<file path="config.mk">
export PLATFORM = sky130hd
export DESIGN_NAME = ncsm_div
export DESIGN_NICKNAME = d
export VERILOG_FILES = /design/src/hdl/ncsm_pkg.sv /design/src/hdl/ncsm_div.sv
export SDC_FILE = /design/constraint.sdc
export NUM_CORES = 1
export LEC_CHECK = 0
export BUFFER_PORTS_ARGS = -buffer_cell sky130_fd_sc_hd__clkbuf_2
export CORE_ASPECT_RATIO = 0.75
export CORE_MARGIN = 4
export CORE_UTILIZATION = 62
export DETAILED_ROUTE_END_ITERATION = 8
export GPL_TIMING_DRIVEN = 0
export PLACE_DENSITY_LB_ADDON = 0.12
export SLEW_MARGIN = 15
export SYNTH_ARGS = -nofsm -noshare
export SYNTH_HDL_FRONTEND = slang
export SYNTH_SLANG_ARGS = --single-unit
</file>
<file path="constraint.sdc">
create_clock -name clk -period 4.3 [get_ports clk]
set_clock_uncertainty 0.05 [all_clocks]
set_input_delay 0.86 -clock clk [delete_from_list [all_inputs] [get_ports clk]]
set_output_delay 0.86 -clock clk [all_outputs]
set_load 0.05 [all_outputs]
</file>
<file path="src/hdl/ncsm_pkg.sv">
// shared types and constants for the natural cubic spline moments unit
package ncsm_pkg;

	localparam int XW    = 16;
	localparam int FW    = 32;
	localparam int SW    = 48;
	localparam int QW    = 63;
	localparam int CNT_W = 7;

	localparam logic [QW-1:0] QCAP = {1'b1, {(QW-1){1'b0}}};

	localparam logic [1:0] ST_OK    = 2'd0;
	localparam logic [1:0] ST_ORDER = 2'd1;
	localparam logic [1:0] ST_DROP  = 2'd2;

	typedef struct packed {
		logic [XW-1:0]        x_coord;
		logic signed [FW-1:0] f_value;
		logic                 last_point;
	} knot_t;

	typedef struct packed {
		logic signed [FW-1:0] second_deriv;
		logic                 last_result;
		logic [1:0]           status;
	} moment_t;

	typedef struct packed {
		logic             go;
		logic [QW-1:0]    dividend;
		logic [SW-1:0]    divisor;
		logic [CNT_W-1:0] steps;
	} div_req_t;

	typedef struct packed {
		logic          done;
		logic [QW-1:0] quo;
	} div_rsp_t;

endpackage

</file>
<file path="src/hdl/ncsm_div.sv">
// bit-serial restoring divider, one quotient bit per cycle, quotient capped at 2^62
module ncsm_div (
	input  logic                clk,
	input  logic                arst_n,
	input  ncsm_pkg::div_req_t  req,
	output ncsm_pkg::div_rsp_t  rsp
);
	import ncsm_pkg::*;

	logic [QW-1:0]    num_q;
	logic [SW-1:0]    rem_q;
	logic [SW-1:0]    d_q;
	logic [QW-2:0]    q_q;
	logic             sat_q;
	logic             run_q;
	logic             done_q;
	logic [CNT_W-1:0] cnt_q;

	logic [SW:0]      remx;
	logic [SW:0]      rem_diff;
	logic             ge;
	logic [QW-1:0]    q_sh;

	always_comb begin
		remx     = {rem_q, num_q[QW-1]};
		rem_diff = remx - {1'b0, d_q};
		ge       = remx >= {1'b0, d_q};
		q_sh     = {q_q, ge};
	end

	always_ff @(posedge clk or negedge arst_n) begin
		if (!arst_n) begin
			run_q  <= 1'b0;
			done_q <= 1'b0;
			cnt_q  <= '0;
		end else begin
			done_q <= 1'b0;
			if (req.go) begin
				run_q <= 1'b1;
				cnt_q <= req.steps;
			end else if (run_q) begin
				cnt_q <= cnt_q - CNT_W'(1);
				if (cnt_q == CNT_W'(1)) begin
					run_q  <= 1'b0;
					done_q <= 1'b1;
				end
			end
		end
	end

	always_ff @(posedge clk) begin
		if (req.go) begin
			num_q <= req.dividend;
			rem_q <= '0;
			d_q   <= req.divisor;
			q_q   <= '0;
			sat_q <= 1'b0;
		end else if (run_q) begin
			num_q <= {num_q[QW-2:0], 1'b0};
			rem_q <= ge ? rem_diff[SW-1:0] : remx[SW-1:0];
			// once the quotient reaches the cap it stays there
			if (!sat_q) begin
				if (q_sh[QW-1]) begin
					sat_q <= 1'b1;
				end else begin
					q_q <= q_sh[QW-2:0];
				end
			end
		end
	end

	assign rsp.done = done_q;
	assign rsp.quo  = sat_q ? QCAP : {1'b0, q_q};

`ifndef SYNTHESIS
	a_no_zero_count: assert property (@(posedge clk) disable iff (!arst_n)
		!(run_q && cnt_q == '0))
		else $error("divider running with zero step count");
	a_done_pulse: assert property (@(posedge clk) disable iff (!arst_n)
		done_q |=> !done_q)
		else $error("divider done held longer than one cycle");
	a_done_idle: assert property (@(posedge clk) disable iff (!arst_n)
		done_q |-> !run_q)
		else $error("divider done while still running");
`endif

endmodule

</file>
==> impl_metrics.tcl, run 1 <==
set metrics [dict create \
    start_util_pct 64.40 \
    place_area_um2 13360 \
    core_area_um2 18830 \
    synth_cells 1290 \
    syn_avg_cell_area_um2 9.400 \
    drt_pass1_iterations 5 \
    nets 1671 \
    p_per_area_nw_per_um2 371.0 \
    drt-vias-per-instance 5.821 \
    crit_arrival_ps 4180 \
    cts-root-buf "clkbuf_16" \
    clock_tree.buffer_depth 3 \
    crit_slowest_cell "clkbuf_1" \
    async_flop_share_pct 3.896 \
    port-buffer-count 184 \
    hold_violations 0 \
    grt_pass1_wl_mm 49.27 \
    areaGrowthSynthToFinish_pct 16.68 \
    cts-resized-gates 0 \
    wl_per_cell_um 17.62 \
    post_cts_buffers 0 \
    yosys_warnings 0 \
    cp_common_cell "a21o_1" \
    hpwlAfterDp_mm 22.25 \
    synth_compound_area_share_pct 16.38 \
    endpoint_kind "register" \
    design_area_um2 14150 \
    ir_drop_mv 0.3750 \
    holdBufCountCts 0 \
    vias 10260 \
    fin_crit_sh_pct 89.85 \
    htree_levels 1 \
    synth_adder_area_share_pct 5.324 \
    die_x_um 169.5 \
    track_usage_pct 27.66 \
    grt_pass1_vias 9474 \
    synth_edf_count 111 \
    cap_violations 0 \
    gr-total-overflow 0 \
    ys_ff_latch 231 \
    crit_path_start_kind "register" \
    dp_cells 1721 \
    hp-class "in2async" \
    power_w 0.005250 \
    cp_num_buf_inv 2 \
    wl_mm 31.04 \
    gp_congestion 0.9893 \
    synth.area.mux_share_pct 7.109 \
    status "finished, final reports clean" \
    worstMarginPinSlew_ps 1009 \
    crit_type "reg2reg" \
    drive_above_1_share_pct 19.87 \
    yosys_most_used_dff "edfxtp_1" \
    io_pins 185 \
    max_freq_mhz 258.8 \
    fp.dieH_um 129.1 \
    path_cells "ha_1 > a21o_1 > a21o_1 > a21o_1 > a21o_1 > a21oi_1 > o2111ai_1 > o21ai_2 > buf_2 > clkbuf_1 > nor2_1 > mux2i_1 > a211oi_1" \
    clk_latency_ps 520 \
    yosys.area_share.simple_pct 16.30 \
    maxSlewViolCount 0 \
    syn_nets 1462 \
    layout.cells.non_filler 1762 \
    cpPeakStageDelay_ps 580 \
    rsz0062_at_grt "false" \
    antenna_found_initial 1 \
    antenna_left 0 \
    crit_fanout 10 \
    drtIter0Drc 1175 \
    ys_types 58 \
    tns_ps 0 \
    cts_tree "done" \
    synth_xor_area_share_pct 2.745 \
    max_slew_margin_pct 32.51 \
    die_area_um2 21880 \
    synth_top_family_by_area "compound AO/OA/AOI/OAI gates" \
    grt_start_max_net_pins 64 \
    clock_sinks 231 \
    cts_buffers 23 \
    finalSetupViolations 0 \
    p_leak_nw 6.263 \
    syn_area_um2 12130 \
    period_needed_ps 3864 \
    required_ps 4610 \
    clk_pin_slew_worst_paths_ps 70 \
    synth-seq-area-share_pct 47.67 \
    placement_rows 43 \
    n_antenna_cell 0 \
    critPathTopFamily "compound AO/OA/AOI/OAI gates" \
    drc 0 \
]
-- cells in the mapped netlist (3+ instances only) --
cell | n | area, um^2
nand2_1 | 188 | 705.7
a21oi_1 | 140 | 700.7
dfxtp_1 | 111 | 2222
edfxtp_1 | 111 | 3333
nor2_1 | 99 | 371.6
inv_1 | 66 | 247.7
mux2_2 | 65 | 732.0
nor2b_1 | 65 | 406.6
clkbuf_1 | 62 | 232.7
ha_1 | 50 | 625.6
a211oi_1 | 42 | 315.3
a21o_1 | 39 | 292.8
o21ai_0 | 38 | 190.2
xnor2_1 | 23 | 201.4
nor3_1 | 17 | 85.08
xor2_1 | 15 | 131.4
mux2i_1 | 13 | 130.1
and3_1 | 11 | 68.82
nand4_1 | 11 | 68.82
dfrtp_1 | 9 | 225.2
nand3_1 | 9 | 45.04
o21bai_1 | 9 | 67.56
a31oi_1 | 8 | 50.05
o211ai_1 | 7 | 52.55
a21boi_0 | 6 | 45.04
and2_1 | 5 | 31.28
buf_1 | 5 | 18.77
nor4_1 | 5 | 31.28
or3_1 | 5 | 31.28
a32oi_1 | 4 | 35.03
buf_2 | 4 | 20.02
or4_1 | 4 | 30.03
a22o_1 | 3 | 26.28
buf_4 | 3 | 22.52
nand2b_1 | 3 | 18.77
o21a_1 | 3 | 22.52
o31a_1 | 3 | 26.28
-- layer usage --
metal  up-vias  wire, um  GRT usage [%]
met5         -        13              0
met4         2       834          7.667
met3        63      2850          5.306
met2       418     13160          41.24
met1      4794     14180          41.57
li1       4980         -              -
-- path summary, 6_finish.rpt --
| check | startpoint | endpoint | slack (ps) | cells after the start |
|---|---|---|---|---|
| min | arst_n | cnt_q[3] | 150 | 1 |
| max | rem_q[33] | rem_q[44] | 440 | 13 |
| max in group asynchronous | arst_n | cnt_q[1] | 3840 | 1 |
| min reg2reg | q_q[60] | q_q[60] | 400 | 2 |
| max reg2reg | rem_q[33] | rem_q[44] | 440 | 13 |
| min in group clk | q_q[60] | q_q[60] | 400 | 2 |
-- report_power, final --
part	leakage, nW	internal [W]	switching (W)	total, W
Clock	0.398	0.00125	0.000860	0.00211
Sequential	2.14	0.00246	0.0000585	0.00252
Combinational	3.73	0.000264	0.000364	0.000628
-- state kept, by name (all words and copies together) (netlist names) --
register and count:
done_q 1, sat_q 1, num_q 63, q_q 62
cnt_q 7, rem_q 48, d_q 48, run_q 1
-- per-stage QoR --
step / setup slack, ps / hold slack, ps / util [%]
final: 436.2 / 148.3 / 75.14
after global routing: 270.5 / 147.8 / 75.14
after CTS: 500.2 / 142.8 / 75.14
after detailed placement: 472.9 / 392.8 / 70.96
after global placement: -1026 / 389.9 / 70.93
after floorplan: 1116 / 381.8 / -
-- layout by cell type (no fill, tap or decap), types with 6 or more instances in the layout --
master / n
nor3_1: 17
mux2_2: 65
mux2i_1: 13
xor2_1: 15
clkbuf_2: 183
dfxtp_1: 111
nand3_1: 9
a21boi_0: 6
inv_1: 65
o21bai_1: 9
o211ai_1: 7
a21oi_1: 140
xnor2_1: 23
and3_1: 11
a31oi_1: 8
clkbuf_16: 23
o21ai_0: 38
edfxtp_1: 111
nand4_1: 11
nor2b_1: 65
a21o_1: 39
dfrtp_1: 9
nand2_1: 188
a211oi_1: 42
nor2_1: 99
clkbuf_1: 62
ha_1: 50
-- layout make-up --
cell class                      instances  area (um^2)
Clock buffer                           28        644.4
Tap cell                              247        309.0
Clock inverter                         13        143.9
Timing Repair Buffer                  184        923.4
Buffer                                 74        294.0
Multi-Input combinational cell        919         5804
Inverter                               66        250.2
Sequential cell                       231         5781
Fill cell                            1447         4681
-- kinds of logic (layout without fill, tap and decap cells) --
group / count (synthesis) / after routing
simple gates: 432 / 432
compound gates: 320 / 320
flops: 231 / 231
buf+inv: 140 / 365
mux: 78 / 78
fa+ha+maj: 51 / 51
xor+xnor: 38 / 38
Power figures use the tool's default switching activity.
==> run 2: changes to the inputs <==
- CORE_UTILIZATION: 62 -> 64
- CTS_BUF_LIST: default -> sky130_fd_sc_hd__clkbuf_2 sky130_fd_sc_hd__clkbuf_4 sky130_fd_sc_hd__clkbuf_8
==> run 2 against run 1 <==
Against the previous run:
- global-route usage is 0.87 points higher
- clock power down 10%
- power decreased by 4.1%
- worst setup slack worse by 11 ps
- largest power group unchanged
- hold slack worse by 36 ps
- clock-buffer cell count rose by 24
- critical endpoint is now rem_q[24]
- register-to-register slack barely moved
- via count rose by 1.7%
==> impl_metrics.tcl, run 2 (synthesized netlist as in run 1, its figures left out) <==
set metrics [dict create \
    comb_power_share_pct 12.4 \
    ir_drop_mv 0.2811 \
    core_area_um2 18560 \
    crit_arrival_ps 4260 \
    worstMarginPinSlew_ps 1022 \
    maxSlewViolCount 0 \
    fin_crit_sh_pct 90.11 \
    crit_path_start_kind "register" \
    pwr-share-seq_pct 50.0 \
    wl_mm 30.87 \
    track_usage_pct 28.53 \
    vias 10430 \
    p_leak_nw 6.252 \
    crit_type "reg2reg" \
    io_pins 185 \
    grt_pass1_vias 9894 \
    crit_fanout 10 \
    reg2reg_from "rem_q[17]" \
    cap_violations 0 \
    antenna_found_initial 1 \
    netSwitchingFraction_pct 25.88 \
    regToRegSetupSlack_ps 430 \
    drc 0 \
    drtIter0Drc 1069 \
    rr_endpoint "rem_q[24]" \
    p_sw_w 0.001303 \
    clk_latency_ps 550 \
    cts_buffers 36 \
    largest_register_ffs 63 \
    place_ws_ps 418.2 \
    antenna_left 0 \
    crit_path_end "rem_q[24]" \
    clkPwrFrac_pct 37.6 \
    fp.dieH_um 127.2 \
    hp-class "in2async" \
    die_x_um 166.9 \
    gp_congestion 0.9747 \
    gr-total-overflow 0 \
    areaGrowthSynthToFinish_pct 16.14 \
    final_common_cell "nand2_1" \
    r2r_cells 12 \
    drt-vias-per-instance 5.845 \
    clock_sinks 231 \
    endpoint_kind "register" \
    cts-root-buf "clkbuf_8" \
    layout.cells.non_filler 1785 \
    hpwlAfterDp_mm 22.44 \
    rsz0062_at_grt "false" \
    drt_pass1_iterations 5 \
    placement_rows 43 \
    p_per_area_nw_per_um2 357.5 \
    holdBufCountCts 0 \
    wl_per_cell_um 17.30 \
    max_freq_mhz 258.1 \
    max_slew_margin_pct 31.59 \
    start_util_pct 65.33 \
    port-buffer-count 184 \
    grt_start_max_net_pins 64 \
    cts_tree "done" \
    fin_ws_ps 425.3 \
    mostFrequentLayoutCells "nand2_1, clkbuf_2, a21oi_1" \
    worstSetupStartpoint "rem_q[17]" \
    grt_pass1_wl_mm 49.83 \
    period_needed_ps 3875 \
    p_int_w 0.003732 \
    htree_levels 2 \
    finalSetupViolations 0 \
    largest_register "num_q" \
    dp_cells 1721 \
    reg.largest.list "num_q (63), q_q (62)" \
    clk_pin_slew_worst_paths_ps 60 \
    status "finished, final reports clean" \
    die_area_um2 21240 \
    post_cts_buffers 0 \
    n_antenna_cell 0 \
    cts-resized-gates 0 \
    hold_violations 0 \
    required_ps 4690 \
    drive_above_1_share_pct 21.00 \
    clock_tree.buffer_depth 3 \
    nets 1684 \
]
run 2: cell count changes in the layout (fill, tap and decap cells not counted):
cell        change
bufinv_16       -2
clkbuf_16      -23
clkbuf_4       +14
clkbuf_8       +33
clkinv_1        +1
clkinvlp_4      +1
inv_4           -2
inv_8           +1
run 2: how the worst min path moves through the flow:
stage,startpoint,slack [ps],end
finish,arst_n,110,cnt_q[3]
global route,arst_n,110,done_q
CTS,arst_n,100,cnt_q[1]
detailed placement,q_q[60],400,q_q[60]
global placement,q_q[60],390,q_q[60]
floorplan,q_q[60],380,q_q[60]
run 2: critical path: stages, from the launching register on:
cell and delay, ps:
dfxtp_1 340, ha_1 370, a21o_1 200, a21o_1 180
a21oi_1 200, nor2_1 90, a211oi_1 510, a211oi_2 160
o21ai_2 320, buf_2 310, clkbuf_1 580, o21ai_0 210
a22o_1 230
run 2: power by group through the flow:
stage | sequential (W) | combinational, W | clock (W)
after global routing | 0.00253 | 0.000695 | 0.00202
after floorplan | 0.00254 | 0.000435 | 0
final | 0.00252 | 0.000626 | 0.00189
after CTS | 0.00252 | 0.000617 | 0.00191
after detailed placement | 0.00256 | 0.000610 | 0
after global placement | 0.00255 | 0.000591 | 0
run 2: layer usage:
metal | global-route usage, % | share of wire (%) | up-vias
li1 | - | - | 4992
met1 | 40.95 | 44 | 4886
met2 | 42.43 | 43 | 480
met3 | 7.795 | 10 | 73
met4 | 9.091 | 2.7 | 2
met5 | 0 | 0.026 | -
run 2: cell type report:
cell class              count  area, um^2
plain buffers              74       294.0
clock buffers              52       628.1
clock inverters            12       93.84
fillers                  1391        4478
inverters                  66       250.2
multi-input cells         919        5804
flip-flops and latches    231        5781
well taps                 247       309.0
repair buffers            184       923.4
run 2: per-stage QoR:
step                      hold WS [ps]  TNS, ps  power, W  utilization, %  cell area, um^2
after floorplan                  381.8        0  0.002974               -            12130
after global placement           388.8   -62040  0.003146           71.96            13360
after detailed placement         399.0        0  0.003171           71.99            13360
after CTS                        102.0        0  0.005046           75.87            14080
after global routing             108.2        0  0.005248           75.87            14080
final                            112.1        0  0.005035           75.87            14080
==> run 3: changes to the inputs <==
- CAP_MARGIN: default -> 10
- CORE_UTILIZATION: 64 -> 30
==> run 3 against run 2 <==
Against the previous run:
- design area grew 3.4%
- utilization shrank 39 points
- hold slack lost 24 ps
- sequential share of layout area shrank 1.4 points
- register-to-register slack lost 30 ps
- power grew 4.3%
- critical path type unchanged
==> impl_metrics.tcl, run 3 (synthesized netlist as in run 1, its figures left out) <==
set metrics [dict create \
    areaGrowthSynthToFinish_pct 20.12 \
    antenna_left 0 \
    placement_rows 63 \
    max_slew_margin_pct 36.00 \
    ir_drop_mv 0.2035 \
    cts-resized-gates 0 \
    clk_latency_ps 570 \
    drtIter0Drc 537 \
    port-buffer-count 184 \
    fp.dieH_um 182.1 \
    endpoint_kind "register" \
    seqCellArea_um2 5781 \
    grt_pass1_wl_mm 55.08 \
    finalSetupViolations 0 \
    largest_register "num_q" \
    hold-worst-slack_ps 87.66 \
    final_core_util_pct 36.67 \
    regToRegSetupSlack_ps 400 \
    cts_buffers 41 \
    worstMarginPinSlew_ps 956.4 \
    die_area_um2 43740 \
    antenna_found_initial 1 \
    fin_crit_sh_pct 90.80 \
    maxSlewViolCount 0 \
    crit_arrival_ps 4290 \
    clk_pin_slew_worst_paths_ps 60 \
    post_cts_buffers 0 \
    rsz0062_at_grt "false" \
    drive_above_1_share_pct 21.34 \
    required_ps 4690 \
    crit_path_start_kind "register" \
    vias 10020 \
    die_x_um 240.2 \
    p_leak_nw 6.325 \
    cts-root-buf "clkbuf_8" \
    status "finished, final reports clean" \
    p_per_area_nw_per_um2 360.7 \
    drt-vias-per-instance 4.837 \
    drt_pass1_iterations 5 \
    clock_sinks 231 \
    reg.largest.list "num_q (63), q_q (62)" \
    hp-class "in2async" \
    wl_per_cell_um 17.04 \
    wl_mm 35.31 \
    largest_register_ffs 63 \
    clock_tree.buffer_depth 3 \
    max_freq_mhz 256.1 \
    hold_violations 0 \
    cap_violations 0 \
    drc 0 \
    io_pins 185 \
    netSwitchingFraction_pct 26.16 \
    gr-total-overflow 0 \
    holdBufCountCts 0 \
    comb_power_share_pct 12.0 \
    gp_congestion 0.8487 \
    fillers 4168 \
    start_util_pct 30.52 \
    crit_fanout 10 \
    p_int_w 0.003880 \
    core_area_um2 39730 \
    period_needed_ps 3904 \
    track_usage_pct 15.71 \
    htree_levels 2 \
    nets 1690 \
    clkPwrFrac_pct 40.2 \
    multiInputGateArea_um2 5804 \
    p_sw_w 0.001374 \
    final_common_cell "nand2_1" \
    hpwlAfterDp_mm 25.94 \
    mostFrequentLayoutCells "nand2_1, clkbuf_2, a21oi_1" \
    grt_start_max_net_pins 61 \
    pwr-share-seq_pct 47.8 \
    cts_tree "done" \
    grt_pass1_vias 9905 \
    crit_type "reg2reg" \
]
[run 3: metal layers]
metal	vias up	routed length (um)	GRT usage, %
li1	5015	-	-
met1	4774	17810	23.13
met2	177	15010	23.28
met3	55	1704	3.384
met4	2	769	4.315
met5	-	16	0
[run 3: final timing paths]
check	start	endpoint	depth (start not counted)
worst max-delay path	d_q[18]	rem_q[30]	13
worst min-delay path	arst_n	cnt_q[3]	1
worst max register to register	d_q[18]	rem_q[30]	13
worst min register to register	q_q[60]	q_q[60]	2
max in group asynchronous	arst_n	done_q	1
min in group clk	q_q[60]	q_q[60]	2
[run 3: power by group through the flow]
stage	sequential [W]	combinational, W	clock [W]
after detailed placement	0.00256	0.000631	0
final	0.00251	0.000631	0.00211
after global placement	0.00256	0.000628	0
after CTS	0.00251	0.000636	0.00221
after global routing	0.00253	0.000711	0.00231
after floorplan	0.00254	0.000435	0
[run 3: per-stage QoR]
step                      instance area, um^2  power [W]  setup TNS (ps)  setup slack (ps)  std cells
final                                   14570   0.005254               0             395.8       2072
after global routing                    14560   0.005545               0             73.57       2071
after CTS                               14560   0.005356               0             402.1       2071
after detailed placement                13730   0.003189               0             340.6       1995
after global placement                  13700   0.003185          -96780             -1543       1994
after floorplan                         12130   0.002974               0              1116       1290
[run 3: critical path: stages, from the launching register on]
cell and delay, ps:
edfxtp_1 320, inv_1 40, ha_1 340, a21o_1 200
a21o_1 180, a21oi_1 190, nor2_1 90, a211oi_1 540
a211oi_2 170, o21ai_2 350, buf_2 310, clkbuf_1 570
o21ai_0 210, a22o_1 220
[run 3: final cells by class]
| type | instances | area share, % |
|---|---|---|
| diodes | 1 | 0.01718 |
| well taps | 520 | 4.467 |
| flip-flops and latches | 231 | 39.68 |
| repair buffers | 185 | 6.528 |
| inverters | 66 | 1.718 |
| multi-input cells | 919 | 39.85 |
| plain buffers | 74 | 2.019 |
| clock buffers | 66 | 5.377 |
| clock inverters | 10 | 0.3436 |
